## config.mk

```make
export PLATFORM = sky130hd
export DESIGN_NAME = pip_edge_eval
export DESIGN_NICKNAME = d
export VERILOG_FILES = /design/src/pip_pkg.sv /design/src/pip_edge_eval.sv
export SDC_FILE = /design/constraint.sdc
export NUM_CORES = 2
export LEC_CHECK = 0
export BUFFER_PORTS_ARGS = -buffer_cell sky130_fd_sc_hd__buf_2
export CAP_MARGIN = 10
export CORE_UTILIZATION = 45
export DETAILED_ROUTE_END_ITERATION = 10
export PLACE_DENSITY = 0.59
export SLEW_MARGIN = 20
export SYNTH_ARGS = -nofsm -noshare
export SYNTH_HDL_FRONTEND = slang
export SYNTH_SLANG_ARGS = --single-unit
```

## constraint.sdc

```tcl
create_clock -name clk_i -period 5.9 [get_ports clk_i]
set_input_delay 0.295 -clock clk_i [delete_from_list [all_inputs] [get_ports clk_i]]
set_output_delay 0.295 -clock clk_i [all_outputs]
set_load 0.05 [all_outputs]
```

## src/pip_pkg.sv

```systemverilog
// Shared constants, request codes and control types of the point-in-polygon block.
// No dependencies; compiled first.
package pip_pkg;

  localparam int MAX_VERTICES_DEF = 256;
  localparam int COORD_BITS_DEF   = 16;

  // a polygon needs this many vertices before a query can answer inside
  localparam int MIN_POLY_VERTICES = 3;

  // register stages between the evaluator's input and its parity flop
  localparam int EVAL_LAT = 2;

  typedef enum logic [1:0] {
    REQ_CLEAR  = 2'd0,
    REQ_APPEND = 2'd1,
    REQ_QUERY  = 2'd2,
    REQ_NOP    = 2'd3
  } req_e;

  typedef struct packed {
    logic start;  // clear parity for a new query
    logic valid;  // an edge is presented this cycle
  } eval_ctl_t;

endpackage

```

## src/pip_edge_eval.sv

```systemverilog
// Pipelined edge test: straddle check, exact cross-multiplied crossing test,
// even-odd parity. Depends on pip_pkg (eval_ctl_t).
module pip_edge_eval #(
  parameter int CW = 16
) (
  input  logic                  clk_i,
  input  logic                  rst_ni,
  input  pip_pkg::eval_ctl_t    ctl_i,
  input  logic signed [CW-1:0]  px_i,
  input  logic signed [CW-1:0]  py_i,
  input  logic signed [CW-1:0]  ax_i,
  input  logic signed [CW-1:0]  ay_i,
  input  logic signed [CW-1:0]  bx_i,
  input  logic signed [CW-1:0]  by_i,
  output logic                  inside_o
);
  import pip_pkg::*;

  localparam int DW = CW + 1;
  localparam int PW = 2 * DW;

  // stage 1: differences
  logic                 s1_vld_q, s1_vld_d;
  logic                 s1_strad_q;
  logic signed [DW-1:0] s1_dpx_q, s1_d_q, s1_dbx_q, s1_dpy_q;
  // stage 2: products
  logic                 s2_vld_q, s2_vld_d;
  logic                 s2_dpos_q;
  logic signed [PW-1:0] s2_lhs_q, s2_rhs_q;
  logic                 par_q, par_d;

  logic                 strad;
  logic                 hit;

  assign strad = (ay_i > py_i) != (by_i > py_i);

  always_comb begin
    s1_vld_d = ctl_i.valid && strad;
    s2_vld_d = s1_vld_q && s1_strad_q;
    // d is never zero on a straddling edge
    hit = s2_dpos_q ? (s2_lhs_q < s2_rhs_q) : (s2_rhs_q < s2_lhs_q);
    par_d = par_q;
    if (ctl_i.start) begin
      par_d = 1'b0;
    end else if (s2_vld_q && hit) begin
      par_d = !par_q;
    end
  end

  always_ff @(posedge clk_i) begin
    s1_strad_q <= strad;
    s1_dpx_q   <= DW'(px_i) - DW'(ax_i);
    s1_d_q     <= DW'(by_i) - DW'(ay_i);
    s1_dbx_q   <= DW'(bx_i) - DW'(ax_i);
    s1_dpy_q   <= DW'(py_i) - DW'(ay_i);
    s2_dpos_q  <= !s1_d_q[DW-1] && (s1_d_q != '0);
    s2_lhs_q   <= PW'(s1_dpx_q) * PW'(s1_d_q);
    s2_rhs_q   <= PW'(s1_dbx_q) * PW'(s1_dpy_q);
  end

  always_ff @(posedge clk_i or negedge rst_ni) begin
    if (!rst_ni) begin
      s1_vld_q <= 1'b0;
      s2_vld_q <= 1'b0;
      par_q    <= 1'b0;
    end else begin
      s1_vld_q <= s1_vld_d;
      s2_vld_q <= s2_vld_d;
      par_q    <= par_d;
    end
  end

  assign inside_o = par_q;

`ifndef ASSERT_OFF
  a_s2_from_s1: assert property (@(posedge clk_i) disable iff (!rst_ni)
    s2_vld_q |-> $past(s1_vld_q))
    else $error("stage 2 valid without stage 1 item");
  a_start_clears: assert property (@(posedge clk_i) disable iff (!rst_ni)
    ctl_i.start |=> !par_q)
    else $error("parity not cleared at query start");
  a_par_toggle_src: assert property (@(posedge clk_i) disable iff (!rst_ni)
    (par_q != $past(par_q)) |-> ($past(s2_vld_q) || $past(ctl_i.start)))
    else $error("parity changed without an edge hit");
`endif

endmodule
```

==> impl_metrics.yaml <==
min_path:
  hold_path_end: "s1_vld_q"
  hp-start: "ctl_i[0]"
  hold-path-cell-count: 2
  timing.hold.worst.class: "in -> reg"
synth:
  ys_types: 68
  postSynthNetCount: 4094
  yosys_warnings: 0
  top_post_synthesis_cells_by_area: "fa_1 (42%), ha_1 (12%), dfxtp_1 (9.6%)"
  yosys.cell_count.top_type: "inv_1"
  ys_ff_latch: 141
  synth_commonest_cells: "inv_1 (708), fa_1 (596), nand2_1 (313)"
  synth.avg_cell_area_sq_um: 9.230
  post-synth-top-area-cell: "fa_1"
  synth-async-reset-ratio_pct: 2.128
  netlist_instances: 3113
  netlist.area_leader.share_pct: 41.52
  count_of_flip_flops_with_a_built_in_enable_after_synthesis: 0
  synth-main-ff-cell: "dfxtp_1"
  synth_seq_area_share_pct: 9.876
  syn_area_sq_um: 28730
cts:
  worst_setup_hold_path_clk_slew_ns: 0.07
  clock_sinks: 141
  clkLatencyLatePin_ns: 0.46
  num_cts_buffers: 17
  cts_tree: "yes"
  clock_tree.htree_level_count: 4
  clk_path_buf_depth: 2
  cts_root_buf: "clkbuf_16"
sta:
  hold_viol_final: 0
  final-setup-viol-count: 0
  fin_skew_ns: 0.01977
  worst_pin_slew_ns: 1.007
  maxSlewHeadroom_pct: 31.10
  final_max_slew_viol_count: 0
  fin_crit_ns: 5.861
  rsz0062_at_grt: "true"
  final.period_utilization_pct: 99.34
  achievable-frequency_mhz: 170.6
worst_setup_path:
  cell_by_cell_listing_of_the_critical_path: "clkinvlp_4, buf_12, nor2_2, fa_1, fa_1, fa_2, fa_1, fa_1, inv_1, fa_1, inv_1, ha_4, a21o_1, a311o_1, a221oi_4, o32ai_2, o31a_1, nor2_2, o21ai_2, o22ai_2, xnor2_1"
  worst_setup_path_end_kind: "flop"
  reg2reg_from: "s1_d_q[16]"
  reg2reg_setup_slack_ns: 0.04
  cpPeakStageDelay_ns: 0.61
  critPathKind: "reg -> reg"
  timing.critical_path.max_delay_family: "adder cells"
  critical-path-slowest-cell: "fa_1"
  critical_path_arrival_ns: 6.18
  max_fanout_on_critical_path: 14
  worst-endpoint-required_ns: 6.22
  critical_path_buf_inv_count: 4
  cp-start-kind: "flop"
  ff2ff_path_depth: 21
  crit_top_cell: "fa_1"
  reg2reg_to: "s2_lhs_q[33]"
detailed_routing:
  detail_route.drc_violations: 0
  first_pass_iteration_count_of_the_detailed_router: 5
  dr_total_vias: 21445
  drt.antenna.violating_nets: 0
  detail_route.wl_per_cell_um: 16.93
  viasPerCell: 5.069
  detail_route.wirelength_um: 71640
  first_iter_violations: 1070
cells_and_area:
  ff_latch_area_sq_um: 2980
  final_core_util_pct: 52.91
  area.growth.synth_to_final_pct: 16.16
  multi_input_comb_area_sq_um: 23420
  fin_nets: 4351
  layout_filler_cell_count: 5855
  drive_above_1_share_pct: 15.52
floorplanning:
  ios: 101
  design.die.area_sq_um: 64870
  die_w_um: 254.7
  floorplan.initialDensity_pct: 45.55
  core_area_sq_um: 63080
  site_rows: 92
  die_y_um: 254.7
global_routing:
  gr-usage-met1_pct: 29.74
  largest_net_degree_at_the_start_of_global_routing: 19
  gr-total-overflow: 0
  grt_util_met3_pct: 3.297
  grt_antenna_before_repair: 5
  grt_first_pass_wirelength_um: 118200
  via_count_of_the_first_global_routing_pass: 23651
  grt_busiest_layer: "met2"
  grt_util_all_layers_pct: 23.23
  gr-usage-met2_pct: 41.26
run_status:
  outcome: "finished, final reports clean"
placement:
  post-dp-hpwl_um: 61520
  globalplace.congestion: 0.9266
  port_buffers: 100
job:
  maxcap_violations: 0
## layer usage
metal | part of all wire, % | vias up | routed length (um)
li1 | - | 9965 | -
met1 | 43 | 10966 | 30890
met2 | 51 | 418 | 36310
met3 | 4.1 | 90 | 2928
met4 | 2.1 | 6 | 1472
met5 | 0.056 | - | 40
## flip-flops by register name, indices dropped and copies added (netlist names)
| signal | flops |
|---|---|
| s2_vld_q | 1 |
| s1_dbx_q | 17 |
| s1_dpy_q | 17 |
| inside_o | 1 |
| s1_d_q | 17 |
| s1_dpx_q | 17 |
| s1_vld_q | 1 |
| s1_strad_q | 1 |
| s2_dpos_q | 1 |
| s2_lhs_q | 34 |
| s2_rhs_q | 34 |
## layout make-up
type / instances / area share [%]
Timing Repair Buffer: 319 / 7.981
Antenna cell: 2 / 0.01499
Sequential cell: 141 / 8.929
Clock buffer: 21 / 1.443
Inverter: 708 / 7.984
Clock inverter: 11 / 0.3186
Tap cell: 846 / 3.171
Multi-Input combinational cell: 2183 / 70.16
## how the worst max path moves through the flow
stage,start,to,slack (ns),depth (start not counted)
after detailed placement,s1_dpy_q[3],s2_rhs_q[31],-0.22,20
final,s1_d_q[16],s2_lhs_q[33],0.04,21
after CTS,s1_dbx_q[9],s2_rhs_q[31],-0.04,21
after global routing,s1_dpx_q[11],s2_lhs_q[33],-0.12,21
after floorplan,s1_d_q[2],s2_lhs_q[33],-0.02,21
after global placement,s1_dpy_q[2],s2_rhs_q[31],-0.18,19
## cells in the final DEF, fill, tap and decap left out, drive strengths merged, types with 5 or more instances in the layout
master / count
nand3: 27
a211oi: 13
a41oi: 6
clkinvlp: 5
dfxtp: 138
o21ai: 62
buf: 313
o211ai: 7
a2111oi: 9
clkbuf: 26
nor2: 118
clkinv: 5
and2: 298
nand4: 14
and3: 14
or3: 10
inv: 708
xor2: 17
nand2: 313
o21bai: 12
nor3: 28
a21oi: 85
a211o: 7
nor2b: 27
ha: 285
nand2b: 22
o22ai: 6
xnor2: 97
nor4: 8
a21o: 29
o21a: 23
fa: 596
## metrics by stage
stage           TNS, ns  setup WS, ns  instances  instance area [sq um]  hold WS [ns]
2_1_floorplan  -0.01831      -0.01831       3113                  28750    -0.0005911
3_3_place_gp    -0.9717       -0.1790       4166                  31750       0.09679
3_5_place_dp     -1.535       -0.2237       4166                  31750       0.09948
4_1_cts        -0.04415      -0.04415       4203                  32490       0.01945
5_1_grt         -0.6055       -0.1228       4229                  33370       0.05138
6_report              0       0.03909       4231                  33380       0.04867
## worst reg2reg max path, delay by kind of cell (launching register included)
kind | cells | cell delay, ns
compound gates | 7 | 1.43
simple gates | 2 | 0.27
flops | 1 | 0.35
xor+xnor | 1 | 0.09
buf+inv | 4 | 0.36
fa+ha+maj | 7 | 3.22
## repair_timing
action | CTS | global route
setup endpoints to repair | 17 | 24
setup buffers | 4 | 21
gates cloned | 0 | 5
pin swaps | 5 | 87
hold endpoints to repair | 3 | 0
hold buffers | 1 | 0
gates resized for setup | 44 | 170
## kinds of logic after synthesis
logic type | Yosys count | synth area share, %
fa+ha+maj | 881 | 53.93
xor+xnor | 114 | 3.475
simple gates | 890 | 15.45
buf+inv | 789 | 10.31
compound gates | 294 | 6.815
mux | 4 | 0.1480
flops | 141 | 9.876
Power is left out: the tool's default activity adds up to more than one toggle a clock period on the data nets, which glitch-free logic cannot reach.
