### src/pip_vtx_cell.sv
// One vertex cell of the storage ring: holds x/y, loads on append,
// takes its neighbor's vertex while the ring rotates. No package use.
module pip_vtx_cell #(
  parameter int CW = 16
) (
  input  logic                 clk_i,
  input  logic                 load_i,
  input  logic                 shift_i,
  input  logic signed [CW-1:0] load_x_i,
  input  logic signed [CW-1:0] load_y_i,
  input  logic signed [CW-1:0] nbr_x_i,
  input  logic signed [CW-1:0] nbr_y_i,
  output logic signed [CW-1:0] x_o,
  output logic signed [CW-1:0] y_o
);

  logic signed [CW-1:0] x_q, x_d;
  logic signed [CW-1:0] y_q, y_d;

  always_comb begin
    x_d = x_q;
    y_d = y_q;
    if (load_i) begin
      x_d = load_x_i;
      y_d = load_y_i;
    end else if (shift_i) begin
      x_d = nbr_x_i;
      y_d = nbr_y_i;
    end
  end

  always_ff @(posedge clk_i) begin
    x_q <= x_d;
    y_q <= y_d;
  end

  assign x_o = x_q;
  assign y_o = y_q;

endmodule

### config.mk
export PLATFORM = sky130hd
export DESIGN_NAME = pip_vtx_cell
export DESIGN_NICKNAME = d
export VERILOG_FILES = /design/src/pip_vtx_cell.sv
export SDC_FILE = /design/constraint.sdc
export NUM_CORES = 1
export LEC_CHECK = 0
export ABC_AREA = 1
export BUFFER_PORTS_ARGS = -buffer_cell sky130_fd_sc_hd__buf_4
export CORE_MARGIN = 2
export CORE_UTILIZATION = 35
export DETAILED_ROUTE_END_ITERATION = 12
export PLACE_DENSITY = 0.82
export SLEW_MARGIN = 20
export SYNTH_ARGS = -nofsm -noshare
export SYNTH_HDL_FRONTEND = slang
export SYNTH_SLANG_ARGS = --single-unit
export TNS_END_PERCENT = 50
### constraint.sdc
create_clock -name clk_i -period 2.4 [get_ports clk_i]
set_input_delay 0.6 -clock clk_i [delete_from_list [all_inputs] [get_ports clk_i]]
set_output_delay 0.6 -clock clk_i [all_outputs]
set_load 0.01 [all_outputs]
==> metrics.md, run 1 <==
| Metric | Value |
|---|---|
| Detailed placement HPWL | 2510 µm |
| Placer congestion estimate | 0.741 |
| Post-CTS repair timing setup buffer count | 0 |
| Share of async-settable or async-resettable flops after synthesis | 0% |
| Final number of hold-violating endpoints | 0 |
| Setup repair after global routing missed its margin | false |
| Cell with the largest stage delay on the worst path | sky130_fd_sc_hd__or2_2 |
| Wire length of the first global-routing pass | 5000 µm |
| Worst-path cell chain | buf_4 -> or2_2 -> buf_12 |
| GRT Overall Usage | 15.1% |
| Layout cell share with drive strength beyond 1 | 45.0% |
| Crit share post-route | 59.6% |
| Class of the most critical setup path | primary input to register |
| Cell count after synthesis | 137 |
| Max-slew violations | 0 |
| Number of antenna violations at the first check in global routing | 0 |
| Layout overhead on the synthesized area | 59.6% |
| Highest signal layer in the routed design | met4 |
| Worst slew margin relative to its limit | 77.5% |
| Post-route DRC | 0 |
| Number of hold buffers added after cts | 0 |
| Synth warnings | 0 |
| Number of buffers inserted during clock tree synthesis | 5 |
| Worst min-delay path startpoint | nbr_x_i[6] |
| Highest Clock Rate | 0.699 GHz |
| Cell total after placement | 278 |
| Kind of launch point of the worst setup path | primary input |
| Met3 WL | 331 µm |
| Detailed Routing Iterations Pass 1 | 4 |
| Floorplan die area | 4530 µm² |
| Category of the worst setup path capture point | register |
| Path category of the worst min-delay check | primary input to register |
| Synthesized flop and latch total | 32 |
| CORE AREA | 3740 µm² |
| Buffer and inverter count on the worst path | 2 |
| Leakage power figure | 1.14 nW |
| Reg clk slew, reported paths | 0.06 ns |
| Maximum resistive drop on vdd | 0.399 mV |
| Minimum clock period after layout | 1.43 ns |
| GRT Residual Overflow | 0 |
| Worst path max stage delay | 0.46 ns |
| Starting Density | 37.4% |
| Worst hold path endpoint | x_o[6] |
| Main synth FF type | sky130_fd_sc_hd__edfxtp_1 |
| Number of failing setup endpoints in the final timing report | 0 |
| Pin count of the biggest net entering global routing | 33 |
| Data required time of the worst path | 2.43 ns |
| Count of nets after finishing | 304 |
| Total negative slack for setup checks | 0 ns |
| Average size of a mapped cell | 10.2 µm² |
| Register area share after synthesis | 68.6% |
| Arrival time at the worst endpoint | 1.46 ns |
| Floorplan die width | 67.3 µm |
| Antenna Diode Count | 0 |
| Number of gates given a new drive strength after cts | 0 |
| Most repeated cell in the gate-level netlist after synthesis | sky130_fd_sc_hd__nand2_1 |
| Crit path max fanout | 19 |
| Root Driver | sky130_fd_sc_hd__clkbuf_8 |
| Antenna violation net count after detailed routing | 0 |
| M1 wire length | 1140 µm |
| Top cells by area in the synthesized netlist | sky130_fd_sc_hd__edfxtp_1 (69%), sky130_fd_sc_hd__nand2_1 (26%), sky130_fd_sc_hd__buf_6 (3.2%) |
| Synth area leader | sky130_fd_sc_hd__edfxtp_1 |
| Number of different library cells in the post-synthesis netlist | 6 |
| Via density | 4.27 |
| Power density cells | 604 nW/µm² |
| Routed WL per cell | 11.2 µm |
| Count of cells along the worst hold path | 3 |
| Number of vias after detailed routing | 1220 |
| Leading post-synthesis cells by instance count | sky130_fd_sc_hd__nand2_1 (96), sky130_fd_sc_hd__edfxtp_1 (32), sky130_fd_sc_hd__buf_6 (4) |
| Max-cap violations | 0 |
| Run status | finished, final reports clean |
| Number of global-route vias before repair | 1237 |
| CTS Buffer Depth | 2 |
| Number of levels in the clock H-tree | 2 |
| Iteration-0 DRC Markers | 48 |
| Total Routed Length | 3200 µm |
| Net count after synthesis | 204 |
| Number of standard cells in the final layout excluding fillers | 286 |
| Actual transition at the worst max-transition pin | 0.338 ns |
| Number of buffers inserted by port buffering | 98 |
| I/O pin cnt | 99 |
| CTS tree | built |
| Cell family contributing the most delay on the critical path | simple AND/OR/NAND/NOR gates |
| Netlist area before placement | 1400 µm² |
| Number of enable flip-flop cells after synthesis | 32 |
| Clock net sink count | 32 |
| Area share of the leading cell type in the synthesized netlist | 68.6% |
| Die Y | 67.3 µm |
| Floorplan row count | 22 |
| Met2 routed WL | 1660 µm |
final cells by class:
| cell class | count | area, µm² |
|---|---|---|
| multi-input combinational | 97 | 367 |
| fill | 336 | 1510 |
| inverter | 1 | 6.26 |
| clock inverter | 1 | 3.75 |
| timing repair buffer | 100 | 763 |
| clock buffer | 7 | 76.3 |
| tap | 48 | 60.1 |
| sequential | 32 | 961 |
layer usage:
layer	track usage [%]	vias to the layer above
met3	6.00	9
li1	-	636
met1	14.0	516
met5	0	-
met4	7.40	0
met2	28.3	59
layout by cell type, fill, tap and decap left out:
| cell | synthesis | final |
|---|---|---|
| sky130_fd_sc_hd__buf_12 | 0 | 1 |
| sky130_fd_sc_hd__buf_4 | 3 | 99 |
| sky130_fd_sc_hd__clkbuf_1 | 0 | 2 |
| sky130_fd_sc_hd__clkbuf_8 | 0 | 5 |
| sky130_fd_sc_hd__clkinv_1 | 0 | 1 |
| sky130_fd_sc_hd__edfxtp_1 | 32 | 32 |
| sky130_fd_sc_hd__inv_4 | 1 | 1 |
| sky130_fd_sc_hd__nand2_1 | 96 | 96 |
| sky130_fd_sc_hd__or2_2 | 1 | 1 |
kinds of logic (layout without fill, tap and decap cells):
| family | after synthesis | in the layout | share of synthesized area [%] |
|---|---|---|---|
| simple gates | 97 | 97 | 26.2 |
| buf+inv | 8 | 109 | 5.27 |
| flops | 32 | 32 | 68.6 |
stage by stage:
step / worst slack, ns / hold slack, ns / power (W) / utilization [%] / area [µm²]
2_1_floorplan: 0.840 / 0.779 / 0.000815 / - / 1400
4_1_cts: 0.969 / 0.580 / 0.00137 / 59.8 / 2240
3_5_place_dp: 0.676 / 0.868 / 0.000998 / 57.6 / 2160
6_report: 0.969 / 0.586 / 0.00135 / 59.8 / 2240
3_3_place_gp: 0.683 / 0.867 / 0.000990 / 57.6 / 2160
5_1_grt: 0.941 / 0.590 / 0.00142 / 59.8 / 2240
flip-flops by register name, summed over array words and instances (netlist names):
name  cells
x_o      16
y_o      16
worst min-delay path, cell delays in order:
cell	delay (ns)
sky130_fd_sc_hd__buf_4	0.07
sky130_fd_sc_hd__nand2_1	0.04
sky130_fd_sc_hd__nand2_1	0.04
where the power goes:
part | internal [W] | switching (W)
logic | 0.000160 | 0.000119
registers | 0.000687 | 0.0000154
clock network | 0.000201 | 0.000170
total | 0.00105 | 0.000304
worst max path at each step:
stage                      start  endpoint  depth (start not counted)
after floorplan           load_i    x_o[0]                          2
after global placement    load_i    y_o[8]                          3
after detailed placement  load_i    x_o[4]                          3
after CTS                 load_i    x_o[4]                          3
after global routing      load_i    x_o[3]                          5
final                     load_i   x_o[11]                          3
(Power assumes the default switching activity.)
==> run 2: changes to the inputs <==
==> constraint.sdc (replaced) <==
create_clock -name clk_i -period 1.5 [get_ports clk_i]
set_input_delay 0.375 -clock clk_i [delete_from_list [all_inputs] [get_ports clk_i]]
set_output_delay 0.375 -clock clk_i [all_outputs]
set_load 0.01 [all_outputs]
==> run 2 against run 1 <==
Net effect:
- final cell count up 0.35%
- clock-buffer cell count unchanged
- setup slack worse by 0.64 ns
- sequential share of layout area down 0.14 points
- total power up 60%
- final area up 0.34%
- sequential cell count unchanged
- critical path depth down 2
- clock power up 60%
- via count up 3.0%
- sequential power up 60%
- critical path type is now register to output port
- largest cell class unchanged
- largest power group unchanged
- highest routed layer unchanged
==> metrics.md, run 2 (synthesis gave the netlist of run 1 again) <==
| Metric | Value |
|---|---|
| Run status | finished, final reports clean |
| Minimum clock period after layout | 1.17 ns |
| Worst slew margin relative to its limit | 80.2% |
| Highest Clock Rate | 0.852 GHz |
| CTS Buffer Depth | 2 |
| Number of vias after detailed routing | 1256 |
| Number of failing setup endpoints in the final timing report | 0 |
| Final number of hold-violating endpoints | 0 |
| Post-route DRC | 0 |
| Number of gates given a new drive strength after cts | 0 |
| Pin count of the biggest net entering global routing | 33 |
| Area taken by flip-flops and latches | 961 µm² |
| Crit path max fanout | 1 |
| Number of levels in the clock H-tree | 2 |
| Post-CTS repair timing setup buffer count | 0 |
| Fillers | 352 |
| Layout cell share with drive strength beyond 1 | 45.2% |
| CORE AREA | 3740 µm² |
| Root Driver | sky130_fd_sc_hd__clkbuf_8 |
| Number of standard cells in the final layout excluding fillers | 287 |
| Total area of multi-input combinational cells | 367 µm² |
| Arrival time at the worst endpoint | 0.80 ns |
| Count of nets after finishing | 305 |
| Power density cells | 963 nW/µm² |
| Number of antenna violations at the first check in global routing | 0 |
| Via density | 4.38 |
| Clock net sink count | 32 |
| Final total power | 0.00216 W |
| Routed WL per cell | 10.7 µm |
| Cell family contributing the most delay on the critical path | flip-flops |
| Die Y | 67.3 µm |
| Leakage power figure | 1.15 nW |
| GRT Residual Overflow | 0 |
| Leading cell type in the layout, fill and taps excluded | sky130_fd_sc_hd__buf_4 |
| Maximum resistive drop on vdd | 0.552 mV |
| Floorplan die width | 67.3 µm |
| Placer congestion estimate | 0.703 |
| Starting Density | 37.4% |
| Max-slew violations | 0 |
| Number of hold buffers added after cts | 0 |
| Max-cap violations | 0 |
| Cell with the largest stage delay on the worst path | sky130_fd_sc_hd__edfxtp_1 |
| Antenna violation net count after detailed routing | 0 |
| Worst-path cell chain | buf_4 |
| Number of global-route vias before repair | 1178 |
| Cell total after placement | 279 |
| Number of buffers inserted by port buffering | 98 |
| Wire length of the first global-routing pass | 4660 µm |
| Hold WS | 0.366 ns |
| Iteration-0 DRC Markers | 31 |
| Category of the worst setup path capture point | output port |
| Floorplan row count | 22 |
| Worst path max stage delay | 0.37 ns |
| Data required time of the worst path | 1.12 ns |
| GRT Overall Usage | 13.9% |
| Antenna Diode Count | 0 |
| I/O pin cnt | 99 |
| Timing startpoint of the critical path | x_o[12] |
| Commonest cells after routing, fill and taps aside | sky130_fd_sc_hd__buf_4 (100), sky130_fd_sc_hd__nand2_1 (96), sky130_fd_sc_hd__edfxtp_1 (32) |
| Class of the most critical setup path | register to output port |
| CTS tree | built |
| Crit share post-route | 78.2% |
| Setup repair after global routing missed its margin | false |
| Layout overhead on the synthesized area | 60.2% |
| Kind of launch point of the worst setup path | register |
| Final Util | 60.0% |
| Buffer and inverter count on the worst path | 1 |
| Floorplan die area | 4530 µm² |
| Actual transition at the worst max-transition pin | 0.296 ns |
| Total Routed Length | 3070 µm |
| Worst min-delay path startpoint | nbr_y_i[10] |
| Number of buffers inserted during clock tree synthesis | 5 |
| Path category of the worst min-delay check | primary input to register |
| Detailed Routing Iterations Pass 1 | 4 |
| Total negative slack for setup checks | 0 ns |
| Reg clk slew, reported paths | 0.06 ns |
## run 2: changes by cell type in the layout (fill, tap and decap cells not counted), sizes merged
cell,delta
buf,+1
## run 2: cell type report
| cell class | count | share of cell area [%] |
|---|---|---|
| flip-flops and latches | 32 | 42.8 |
| repair buffers | 101 | 34.3 |
| multi-input cells | 97 | 16.3 |
| clock buffers | 7 | 3.40 |
| well taps | 48 | 2.68 |
| inverters | 1 | 0.279 |
| clock inverters | 1 | 0.167 |
## run 2: worst paths after layout
kind | to | cells past startpoint
setup / recovery | x_o[12] | 1
hold / removal | y_o[10] | 3
## run 2: power breakdown
group	leakage (nW)	switching, W	internal (W)
clock	0.0399	0.000271	0.000322
combinational	0.780	0.000188	0.000258
sequential	0.330	0.0000246	0.00110
## run 2: per-stage QoR
stage                     cell area, µm²  worst slack (ns)
after floorplan                     1400             0.165
after CTS                           2240             0.306
after global routing                2240             0.289
final                               2240             0.327
after detailed placement            2160             0.237
after global placement              2160             0.254
## run 2: per-layer routing
metal,global-route usage (%),part of all wire [%],vias to the layer above
met5,0,0,-
met4,6.12,1.2,0
met3,6.50,11,5
met2,26.6,53,63
met1,12.0,34,550
li1,-,-,638
